==> config.mk <==
export PLATFORM = sky130hd
export DESIGN_NAME = motor_speed_step_regulator
export DESIGN_NICKNAME = d
export VERILOG_FILES = /design/src/hdl/msr_pkg.sv /design/src/hdl/msr_step.sv /design/src/hdl/motor_speed_step_regulator.sv
export SDC_FILE = /design/constraint.sdc
export NUM_CORES = 1
export LEC_CHECK = 0
export ABC_CLOCK_PERIOD_IN_PS = 9300
export BUFFER_PORTS_ARGS = -buffer_cell sky130_fd_sc_hd__buf_2
export CAP_MARGIN = 20
export CORE_MARGIN = 2
export CORE_UTILIZATION = 25
export DETAILED_ROUTE_END_ITERATION = 6
export PLACE_DENSITY_LB_ADDON = 0.08
export SKIP_CTS_REPAIR_TIMING = 1
export SLEW_MARGIN = 25
export SYNTH_ARGS = -nofsm -noshare
export SYNTH_HDL_FRONTEND = slang
export SYNTH_SLANG_ARGS = --single-unit
==> constraint.sdc <==
create_clock -name clk_i -period 9.3 [get_ports clk_i]
set_input_delay 0.93 -clock clk_i [delete_from_list [all_inputs] [get_ports clk_i]]
set_output_delay 0.93 -clock clk_i [all_outputs]
set_load 0.01 [all_outputs]
==> src/hdl/msr_pkg.sv <==
// Package for the motor speed step regulator: types, codes and constants.
`default_nettype none
package msr_pkg;

  // Item kinds carried in tuser
  typedef enum logic {
    OP_SAMPLE     = 1'b0,
    OP_SET_TARGET = 1'b1
  } msr_op_e;

  // Register word index (byte address bit 2)
  typedef enum logic {
    REG_POWER_MIN   = 1'b0,
    REG_POWER_LIMIT = 1'b1
  } msr_reg_e;

  // Regulator state
  typedef struct packed {
    logic [15:0] target;
    logic [7:0]  power;
    logic [1:0]  hold;
    logic [15:0] speed;
  } msr_state_t;

  // Reset values
  localparam logic [7:0]  POWER_MIN_RST   = 8'd20;
  localparam logic [7:0]  POWER_LIMIT_RST = 8'd85;
  localparam logic [7:0]  POWER_IDLE      = 8'd1;

  // Error thresholds on the wrapped difference
  localparam logic signed [15:0] DEAD_LOW  = -16'sd5;
  localparam logic signed [15:0] DEAD_HIGH = 16'sd3;
  localparam logic signed [15:0] BIG_UP    = 16'sd20;
  localparam logic signed [15:0] BIG_DOWN  = -16'sd20;
  localparam logic signed [15:0] HUGE_UP   = 16'sd30;
  localparam logic signed [15:0] HUGE_DOWN = -16'sd50;

  // Power steps
  localparam logic signed [9:0] STEP_DOWN_HUGE = -10'sd15;
  localparam logic signed [9:0] STEP_DOWN_BIG  = -10'sd7;
  localparam logic signed [9:0] STEP_DOWN      = -10'sd3;
  localparam logic signed [9:0] STEP_UP_HUGE   = 10'sd6;
  localparam logic signed [9:0] STEP_UP_BIG    = 10'sd2;
  localparam logic signed [9:0] STEP_UP        = 10'sd1;

  localparam logic [1:0]  HOLD_LEN   = 2'd3;
  localparam logic [15:0] MIN_TARGET = 16'd2;

endpackage
`default_nettype wire

==> src/hdl/msr_step.sv <==
// Next-state logic of the regulator for one item.
`default_nettype none
module msr_step
  import msr_pkg::*;
(
  input  msr_state_t  state_i,
  input  msr_op_e     opcode_i,
  input  logic [15:0] tach_count_i,
  input  logic [15:0] target_pulses_i,
  input  logic [7:0]  requested_power_i,
  input  logic [7:0]  power_min_i,
  input  logic [7:0]  power_limit_i,
  output msr_state_t  state_o
);

  logic signed [15:0] diff;
  logic               dead_band;
  logic               big_err;
  logic signed [9:0]  step;
  logic signed [9:0]  pwr_raw;
  logic signed [9:0]  pwr_lo;
  logic [7:0]         pwr_clamped;

  // Wrapped error between target and fresh count
  assign diff      = signed'(state_i.target - tach_count_i);
  assign dead_band = (diff > DEAD_LOW) && (diff < DEAD_HIGH);
  assign big_err   = (diff < BIG_DOWN) || (diff > BIG_UP);

  // Pick the step: down faster than up
  always_comb begin
    if (diff < HUGE_DOWN) begin
      step = STEP_DOWN_HUGE;
    end else if (diff < BIG_DOWN) begin
      step = STEP_DOWN_BIG;
    end else if (diff < 16'sd0) begin
      step = STEP_DOWN;
    end else if (diff > HUGE_UP) begin
      step = STEP_UP_HUGE;
    end else if (diff > BIG_UP) begin
      step = STEP_UP_BIG;
    end else begin
      step = STEP_UP;
    end
  end

  // Step and clamp: lower bound first, upper bound last
  assign pwr_raw = signed'({2'b00, state_i.power}) + step;
  assign pwr_lo  = (pwr_raw < signed'({2'b00, power_min_i})) ?
                   signed'({2'b00, power_min_i}) : pwr_raw;
  assign pwr_clamped = (pwr_lo > signed'({2'b00, power_limit_i})) ?
                       power_limit_i : pwr_lo[7:0];

  // Apply the item
  always_comb begin
    state_o = state_i;
    case (opcode_i)
      OP_SET_TARGET: begin
        if (target_pulses_i != state_i.target) begin
          if ((target_pulses_i < MIN_TARGET) || (requested_power_i == 8'd0)) begin
            state_o.power = POWER_IDLE;
          end
          state_o.target = target_pulses_i;
        end
      end
      OP_SAMPLE: begin
        state_o.speed = tach_count_i;
        if (state_i.target == 16'd0) begin
          state_o.power = POWER_IDLE;
        end else if (state_i.hold != 2'd0) begin
          state_o.hold = state_i.hold - 2'd1;
        end else if (!dead_band) begin
          state_o.power = pwr_clamped;
          if (big_err) begin
            state_o.hold = HOLD_LEN;
          end
        end
      end
      default: state_o = state_i;
    endcase
  end

endmodule
`default_nettype wire

==> src/hdl/motor_speed_step_regulator.sv <==
// Top level of the motor speed step regulator: stream ports, registers, APB port.
//
//  Channel   Dir   Handshake          Payload
//  s_*       in    s_tvalid/s_tready  tdata: tach_count, target_pulses, requested_power
//                                      tuser: opcode
//  m_*       out   m_tvalid/m_tready  tdata: motor_power, measured_speed
//  apb       in    psel/penable       power_min (0x0), power_limit (0x4)
//
// One item per cycle unless the result stalls; input register, then result register.
// The regulator state and the result register update together on each transfer from the
// input register, so each item sees the state left by the item before it.
// Reset clears valid flags and state (power idle), sets power bounds; no clearing pass.
// A stalled result holds the input register; the input side keeps taking items while
// the input register is free or drains in the same cycle.
`default_nettype none
module motor_speed_step_regulator
  import msr_pkg::*;
(
  input  logic        clk_i,
  input  logic        rst_ni,
  // Item stream in
  input  logic        s_tvalid,
  output logic        s_tready,
  input  logic [39:0] s_tdata,   // [15:0] tach_count, [31:16] target_pulses,
                                 // [39:32] requested_power
  input  logic        s_tuser,   // [0] opcode
  // Result stream out
  output logic        m_tvalid,
  input  logic        m_tready,
  output logic [23:0] m_tdata,   // [7:0] motor_power, [23:8] measured_speed
  // Configuration
  input  logic        psel,
  input  logic        penable,
  input  logic        pwrite,
  input  logic [2:0]  paddr,
  input  logic [31:0] pwdata,
  output logic [31:0] prdata,
  output logic        pready
);

  logic        in_valid_q;
  msr_op_e     in_op_q;
  logic [15:0] in_tach_q;
  logic [15:0] in_pulses_q;
  logic [7:0]  in_req_q;
  logic        out_valid_q;
  logic [7:0]  out_power_q;
  logic [15:0] out_speed_q;
  logic [7:0]  power_min_q;
  logic [7:0]  power_limit_q;
  msr_state_t  state_q;
  msr_state_t  state_d;
  msr_reg_e    reg_sel;
  logic        advance;
  logic        cfg_wr;

  // Transfer from the input register into the result register
  assign advance  = in_valid_q && (!out_valid_q || m_tready);
  assign s_tready = !in_valid_q || advance;

  // Input register
  always_ff @(posedge clk_i or negedge rst_ni) begin
    if (!rst_ni) begin
      in_valid_q <= 1'b0;
    end else if (s_tready) begin
      in_valid_q <= s_tvalid;
    end
  end

  always_ff @(posedge clk_i) begin
    if (s_tvalid && s_tready) begin
      in_op_q     <= msr_op_e'(s_tuser);
      in_tach_q   <= s_tdata[15:0];
      in_pulses_q <= s_tdata[31:16];
      in_req_q    <= s_tdata[39:32];
    end
  end

  // Next-state logic
  msr_step u_step (
    .state_i           (state_q),
    .opcode_i          (in_op_q),
    .tach_count_i      (in_tach_q),
    .target_pulses_i   (in_pulses_q),
    .requested_power_i (in_req_q),
    .power_min_i       (power_min_q),
    .power_limit_i     (power_limit_q),
    .state_o           (state_d)
  );

  // Regulator state
  always_ff @(posedge clk_i or negedge rst_ni) begin
    if (!rst_ni) begin
      state_q.target <= 16'd0;
      state_q.power  <= POWER_IDLE;
      state_q.hold   <= 2'd0;
      state_q.speed  <= 16'd0;
    end else if (advance) begin
      state_q <= state_d;
    end
  end

  // Result register
  always_ff @(posedge clk_i or negedge rst_ni) begin
    if (!rst_ni) begin
      out_valid_q <= 1'b0;
    end else if (advance) begin
      out_valid_q <= 1'b1;
    end else if (m_tready) begin
      out_valid_q <= 1'b0;
    end
  end

  always_ff @(posedge clk_i) begin
    if (advance) begin
      out_power_q <= state_d.power;
      out_speed_q <= state_d.speed;
    end
  end

  assign m_tvalid = out_valid_q;
  assign m_tdata  = {out_speed_q, out_power_q};

  // Configuration registers, decoded on the word index
  assign pready  = 1'b1;
  assign reg_sel = msr_reg_e'(paddr[2]);
  assign cfg_wr  = psel && penable && pwrite && pready;

  always_ff @(posedge clk_i or negedge rst_ni) begin
    if (!rst_ni) begin
      power_min_q   <= POWER_MIN_RST;
      power_limit_q <= POWER_LIMIT_RST;
    end else if (cfg_wr) begin
      case (reg_sel)
        REG_POWER_MIN:   power_min_q   <= pwdata[7:0];
        REG_POWER_LIMIT: power_limit_q <= pwdata[7:0];
        default: begin
        end
      endcase
    end
  end

  // Read back; byte lanes in the low address bits are ignored
  always_comb begin
    case (reg_sel)
      REG_POWER_MIN:   prdata = {24'd0, power_min_q};
      REG_POWER_LIMIT: prdata = {24'd0, power_limit_q};
      default:         prdata = 32'd0;
    endcase
    if (!psel) begin
      prdata = 32'd0;
    end
  end

  // Result register tracks the state it was loaded from
  a_out_matches_state: assert property (@(posedge clk_i) disable iff (!rst_ni)
    out_valid_q |-> (out_power_q == state_q.power) && (out_speed_q == state_q.speed))
    else $error("result register differs from regulator state");

  // Input is stalled only behind a held result
  a_stall_cause: assert property (@(posedge clk_i) disable iff (!rst_ni)
    !s_tready |-> in_valid_q && out_valid_q && !m_tready)
    else $error("input stalled without a held result");

  // Sample with zero target idles the motor
  a_zero_target: assert property (@(posedge clk_i) disable iff (!rst_ni)
    advance && (in_op_q == OP_SAMPLE) && (state_q.target == 16'd0)
    |=> state_q.power == POWER_IDLE)
    else $error("zero target did not idle the motor");

  // Hold counts down one per sample
  a_hold_count: assert property (@(posedge clk_i) disable iff (!rst_ni)
    advance && (in_op_q == OP_SAMPLE) && (state_q.target != 16'd0) && (state_q.hold != 2'd0)
    |=> (state_q.hold == $past(state_q.hold) - 2'd1) && $stable(state_q.power))
    else $error("hold count did not count down");

endmodule
`default_nettype wire
# Yosys cells after proc, flatten, opt, wreduce, memory -nomap -nowiden

Cells that the tools add are included.

Word-level logic and storage cells: 72
Register bits: 125
Output and inout port bits: 59
Input port bits: 83

Add/subtract/negate cells: 3
Equality and inequality tests: 2
Bitwise logic cells: 3
Magnitude comparators: 10
Reduce and logical (&&, ||, !) cells: 20
Multiplexer cells: 20

Operator list:

| cell                | count |
|---|---|
| $pmux 32 s2         | 1 |
| $mux 10             | 6 |
| $mux 8              | 5 |
| $gt 16x6->1 const B | 2 |
| $mux 32             | 1 |
| $gt 16x4->1 const B | 1 |
| $logic_not 16->1    | 1 |
| $lt 16x1->1 const B | 1 |
| $lt 16x2->1 const B | 1 |
| $lt 16x3->1 const B | 1 |
| $lt 16x6->1 const B | 1 |
| $lt 16x7->1 const B | 1 |
| $mux 16             | 1 |
| $ne 16x16->1        | 1 |
| $pmux 8 s2          | 1 |
| $sub 16x16->16      | 1 |
| $add 9x10->10       | 1 |
| $gt 10x9->1         | 1 |
| $lt 10x9->1         | 1 |
| $logic_not 8->1     | 1 |
| $mux 2              | 3 |
| $reduce_bool 2->1   | 3 |
| $logic_and 1x1->1   | 5 |
| $reduce_and 5->1    | 1 |
| 8 further kinds     | 16 |

# Depth between registers and ports, before layout

Word-level depth: 16
Depth in mapped cells: 42
Depth with buffers taken out: 40

# By module

A second synthesis with hierarchy kept.

Cells, all modules: 652
Area total of the unflattened synthesis: 7641.1 um^2

Modules (own cells, without submodules):

| module                     | area an instance (um^2) | cells an instance | instances |
|---|---|---|---|
| motor_speed_step_regulator | 4608.2                  | 241               | 1 |
| msr_step                   | 3032.9                  | 411               | 1 |

# Least setup slack after synthesis

Ideal clock, no wire load.

Path kind: register to register
Start point: register state_q[26] in the netlist's numbering
End point: register out_power_q[0] (data pin)
Setup slack: 689 ps
Stages on the path, launching flop included: 40
Period minus slack after synthesis: 8611 ps
Path buffers: 1
Data arrival time: 8349 ps
Data required time: 9038 ps
Setup time: 262 ps
Path through: dfrtp_1 inv_1 ha_1 inv_1 fa_1 a21o_2 a221o_2 a221oi_2 o211ai_1 or4b_4 nor3_1 nand3_1 ha_1 or2_2 ha_1 inv_1 fa_1 inv_1 (+4 left out) a21oi_1 nor2b_1 o21ai_0 nand2b_1 a221oi_1 ha_1 buf_6 o21ai_0 ha_1 nor2b_1 o21a_1 o21a_1 o211ai_1 a21boi_0 o31a_1 a211oi_1 a21boi_2 o32a_2

RTL lines:

| item                     | RTL line                          | RTL |
|---|---|---|
| start: declaration       | motor_speed_step_regulator.sv:51  | `msr_state_t state_q;` |
| start signal: assignment | motor_speed_step_regulator.sv:99  | `state_q <= state_d;` |
| end signal: assignment   | motor_speed_step_regulator.sv:116 | `out_power_q <= state_d.power;` |
| end: declaration         | motor_speed_step_regulator.sv:47  | `logic [7:0] out_power_q;` |

==> flow_summary.json <==
{
  "rsz0062_at_grt": "no",
  "drtPass1Iterations": 4,
  "synth-edff-count": 65,
  "finClkSkew_ps": 18.6,
  "p_leak_nw": 3.91,
  "max_freq_ghz": 0.112,
  "cts_made_buffers": 17,
  "cts_htree_levels": 4,
  "root_buffer": "clkbuf_16",
  "initial_core_util_pct": 25.2,
  "rrSetupSlack_ps": 400,
  "die_area_mm2": 0.0311,
  "die_x_um": 176,
  "clk_pin_slew_ps": 70,
  "grt_usage_pct": 13.0,
  "overflow": 0,
  "place_congestion": 0.825,
  "crit_required_ps": 9470,
  "status": "finished, final reports clean",
  "rows": 63,
  "reg2regPathDepth": 40,
  "cp_max_fo": 8,
  "synth_flop_cell": "edfxtp_1",
  "drive_gt1_share_pct": 33.2,
  "cts_tree": "yes",
  "place_area_mm2": 0.00840,
  "synth_largest_area_cell": "edfxtp_1",
  "avgSynthCellArea_um2": 11.2,
  "synth_top_family_by_area": "compound AO/OA/AOI/OAI gates",
  "yosys-top-cells-area": "edfxtp_1, dfrtp_1, mux2_2, ha_1, buf_4",
  "synth_xor_area_share_pct": 3.89,
  "grt_pass1_wl_um": 30900,
  "yosysSeqAreaShare_pct": 46.6,
  "max-vdd-ir-drop_mv": 0.201,
  "antenna_found_initial": 0,
  "synth.top_cell.area_share_pct": 26.3,
  "whs_ps": 484,
  "cp_slowest_stage_delay_ps": 570,
  "synthAdderAreaFrac_pct": 7.44,
  "synth_area_mm2": 0.00743,
  "area_growth_pct": 23.9,
  "period_share_pct": 95.7,
  "grt_pass1_vias": 5729,
  "timing.rr.start": "state_q[26]$_DFFE_PN0P_",
  "portBuffers": 90,
  "worst_path_max_delay_cell": "or4b_4",
  "async_flop_share_pct": 48.0,
  "yosys.area_share.simple_pct": 12.4,
  "fin_cells": 1194,
  "r2r-end": "out_power_q[0]$_DFFE_PP_",
  "dp.final_hpwl_um": 15000,
  "drcViolationCount": 0,
  "cts_sinks": 125,
  "maxCapViolations": 0,
  "routed_wl_um": 19500,
  "ys_top_cells_by_count": "edfxtp_1, mux2_2, dfrtp_1",
  "synth_warnings": 0,
  "hold_class": "reg -> reg",
  "clock_latency_ps": 430,
  "finalHoldViolCount": 0,
  "worstSetupPathType": "reg -> reg",
  "syn_inst": 666,
  "setup_tns_ps": 0,
  "cp-startpoint": "state_q[26]$_DFFE_PN0P_",
  "stdcell_area_mm2": 0.00920,
  "grt_max_degree": 61,
  "fp.dieH_um": 176,
  "cp-endpoint": "out_power_q[0]$_DFFE_PP_",
  "cpMostUsedCell": "inv_1",
  "finalSetupViolations": 0,
  "powerDensity_mw_per_mm2": 393,
  "wl_per_cell_um": 16.4,
  "end_kind": "flop",
  "yosys_register_bits": 125,
  "synthMuxAreaShare_pct": 10.0,
  "worst_pin_slew_ps": 986,
  "routed_via_density": 4.51,
  "core_area_mm2": 0.0295,
  "clock_path_buffers": 2,
  "start_kind": "flop",
  "placedCellCount": 1159,
  "ant_nets": 0,
  "synth_cell_types": 75,
  "nNetsFinal": 917,
  "power.total_w": 0.00362,
  "finalCriticalPeriod_ps": 8900,
  "synth.most_common_cell": "edfxtp_1",
  "boundaryPins": 142,
  "drt_iter0_markers": 168,
  "slew_headroom_pct": 34.3,
  "vias": 5389,
  "slew_viol_final": 0,
  "diodes": 0,
  "worstPathArrival_ps": 9070,
  "synth_compound_area_share_pct": 13.2
}
-- placed cells by master (no fill, tap or decap), types with 14 or more instances in the layout --
cell type and count:
nor2b_1 18, clkbuf_16 17, edfxtp_1 65, dfrtp_1 53, mux2_2 55, nor2_1 24, conb_1 25, nor4_1 14
ha_1 38, buf_2 90, a21oi_1 24, o21ai_0 29, nand2_1 41, buf_4 35, inv_1 47, xor2_1 22
-- through the flow --
stage / util, % / setup WS [ps]
after floorplan: - / 689
after CTS: 30.7 / -11.6
after detailed placement: 28.5 / 46.2
after global placement: 28.5 / 95.6
after global routing: 31.2 / 22.2
final: 31.2 / 399
-- sequential cells by signal (all words and copies together) (netlist names) --
register,flops
in_pulses_q,16
in_op_q,1
m_tvalid,1
out_power_q,8
out_speed_q,16
in_valid_q,1
power_limit_q,8
in_req_q,8
state_q,42
in_tach_q,16
power_min_q,8
-- routing by layer --
metal  part of all wire, %  track usage, %  up-vias
met2                    52            24.1      114
met4                   1.4            4.30        0
met3                   3.1            2.26       14
li1                      -               -     2682
met1                    43            15.2     2579
met5                     0               0        -
-- cell families (layout without fill, tap and decap cells) --
| family | Yosys count | in the layout |
|---|---|---|
| AOI/OAI and AO/OA | 138 | 138 |
| DFF | 125 | 125 |
| buffers and inverters | 90 | 205 |
| and+or+nand+nor | 168 | 168 |
| adders and majority gates | 43 | 43 |
| muxes | 67 | 67 |
| other | 2 | 25 |
| xor gates and xnor gates | 33 | 33 |
-- final cells by class --
class                           count  area [µm²]
Inverter                           48         180
Multi-Input combinational cell    474        3720
Sequential cell                   125        3460
Timing Repair Buffer              125         713
Tap cell                          390         488
Fill cell                        3060       20300
Clock buffer                       17         425
Clock inverter                     15         218
-- worst min-delay path by stage --
stage	startpoint	end	slack, ps	depth (start not counted)
2_1_floorplan	in_valid_q$_DFFE_PN0N_	m_tvalid$_DFFE_PN0P_	450	1
6_report	in_valid_q$_DFFE_PN0N_	m_tvalid$_DFFE_PN0P_	480	1
3_3_place_gp	in_valid_q$_DFFE_PN0N_	m_tvalid$_DFFE_PN0P_	460	1
4_1_cts	in_valid_q$_DFFE_PN0N_	m_tvalid$_DFFE_PN0P_	490	1
3_5_place_dp	in_valid_q$_DFFE_PN0N_	m_tvalid$_DFFE_PN0P_	490	1
5_1_grt	state_q[6]$_DFFE_PN0P_	state_q[6]$_DFFE_PN0P_	520	1
-- power by group --
group	internal, W	leakage [nW]	switching (W)	total, W
clock	0.000439	0.317	0.000298	0.000737
sequential	0.000718	1.34	0.0000813	0.000799
combinational	0.000986	2.25	0.00110	0.00208
-- critical path, delay by kind of cell (launching register included) --
| kind | cells | cell delay, ps |
|---|---|---|
| adders and majority gates | 8 | 2350 |
| DFF | 1 | 390 |
| and+or+nand+nor | 8 | 1570 |
| buffers and inverters | 5 | 520 |
| AOI/OAI and AO/OA | 19 | 3850 |
(Power assumes the default switching activity.)
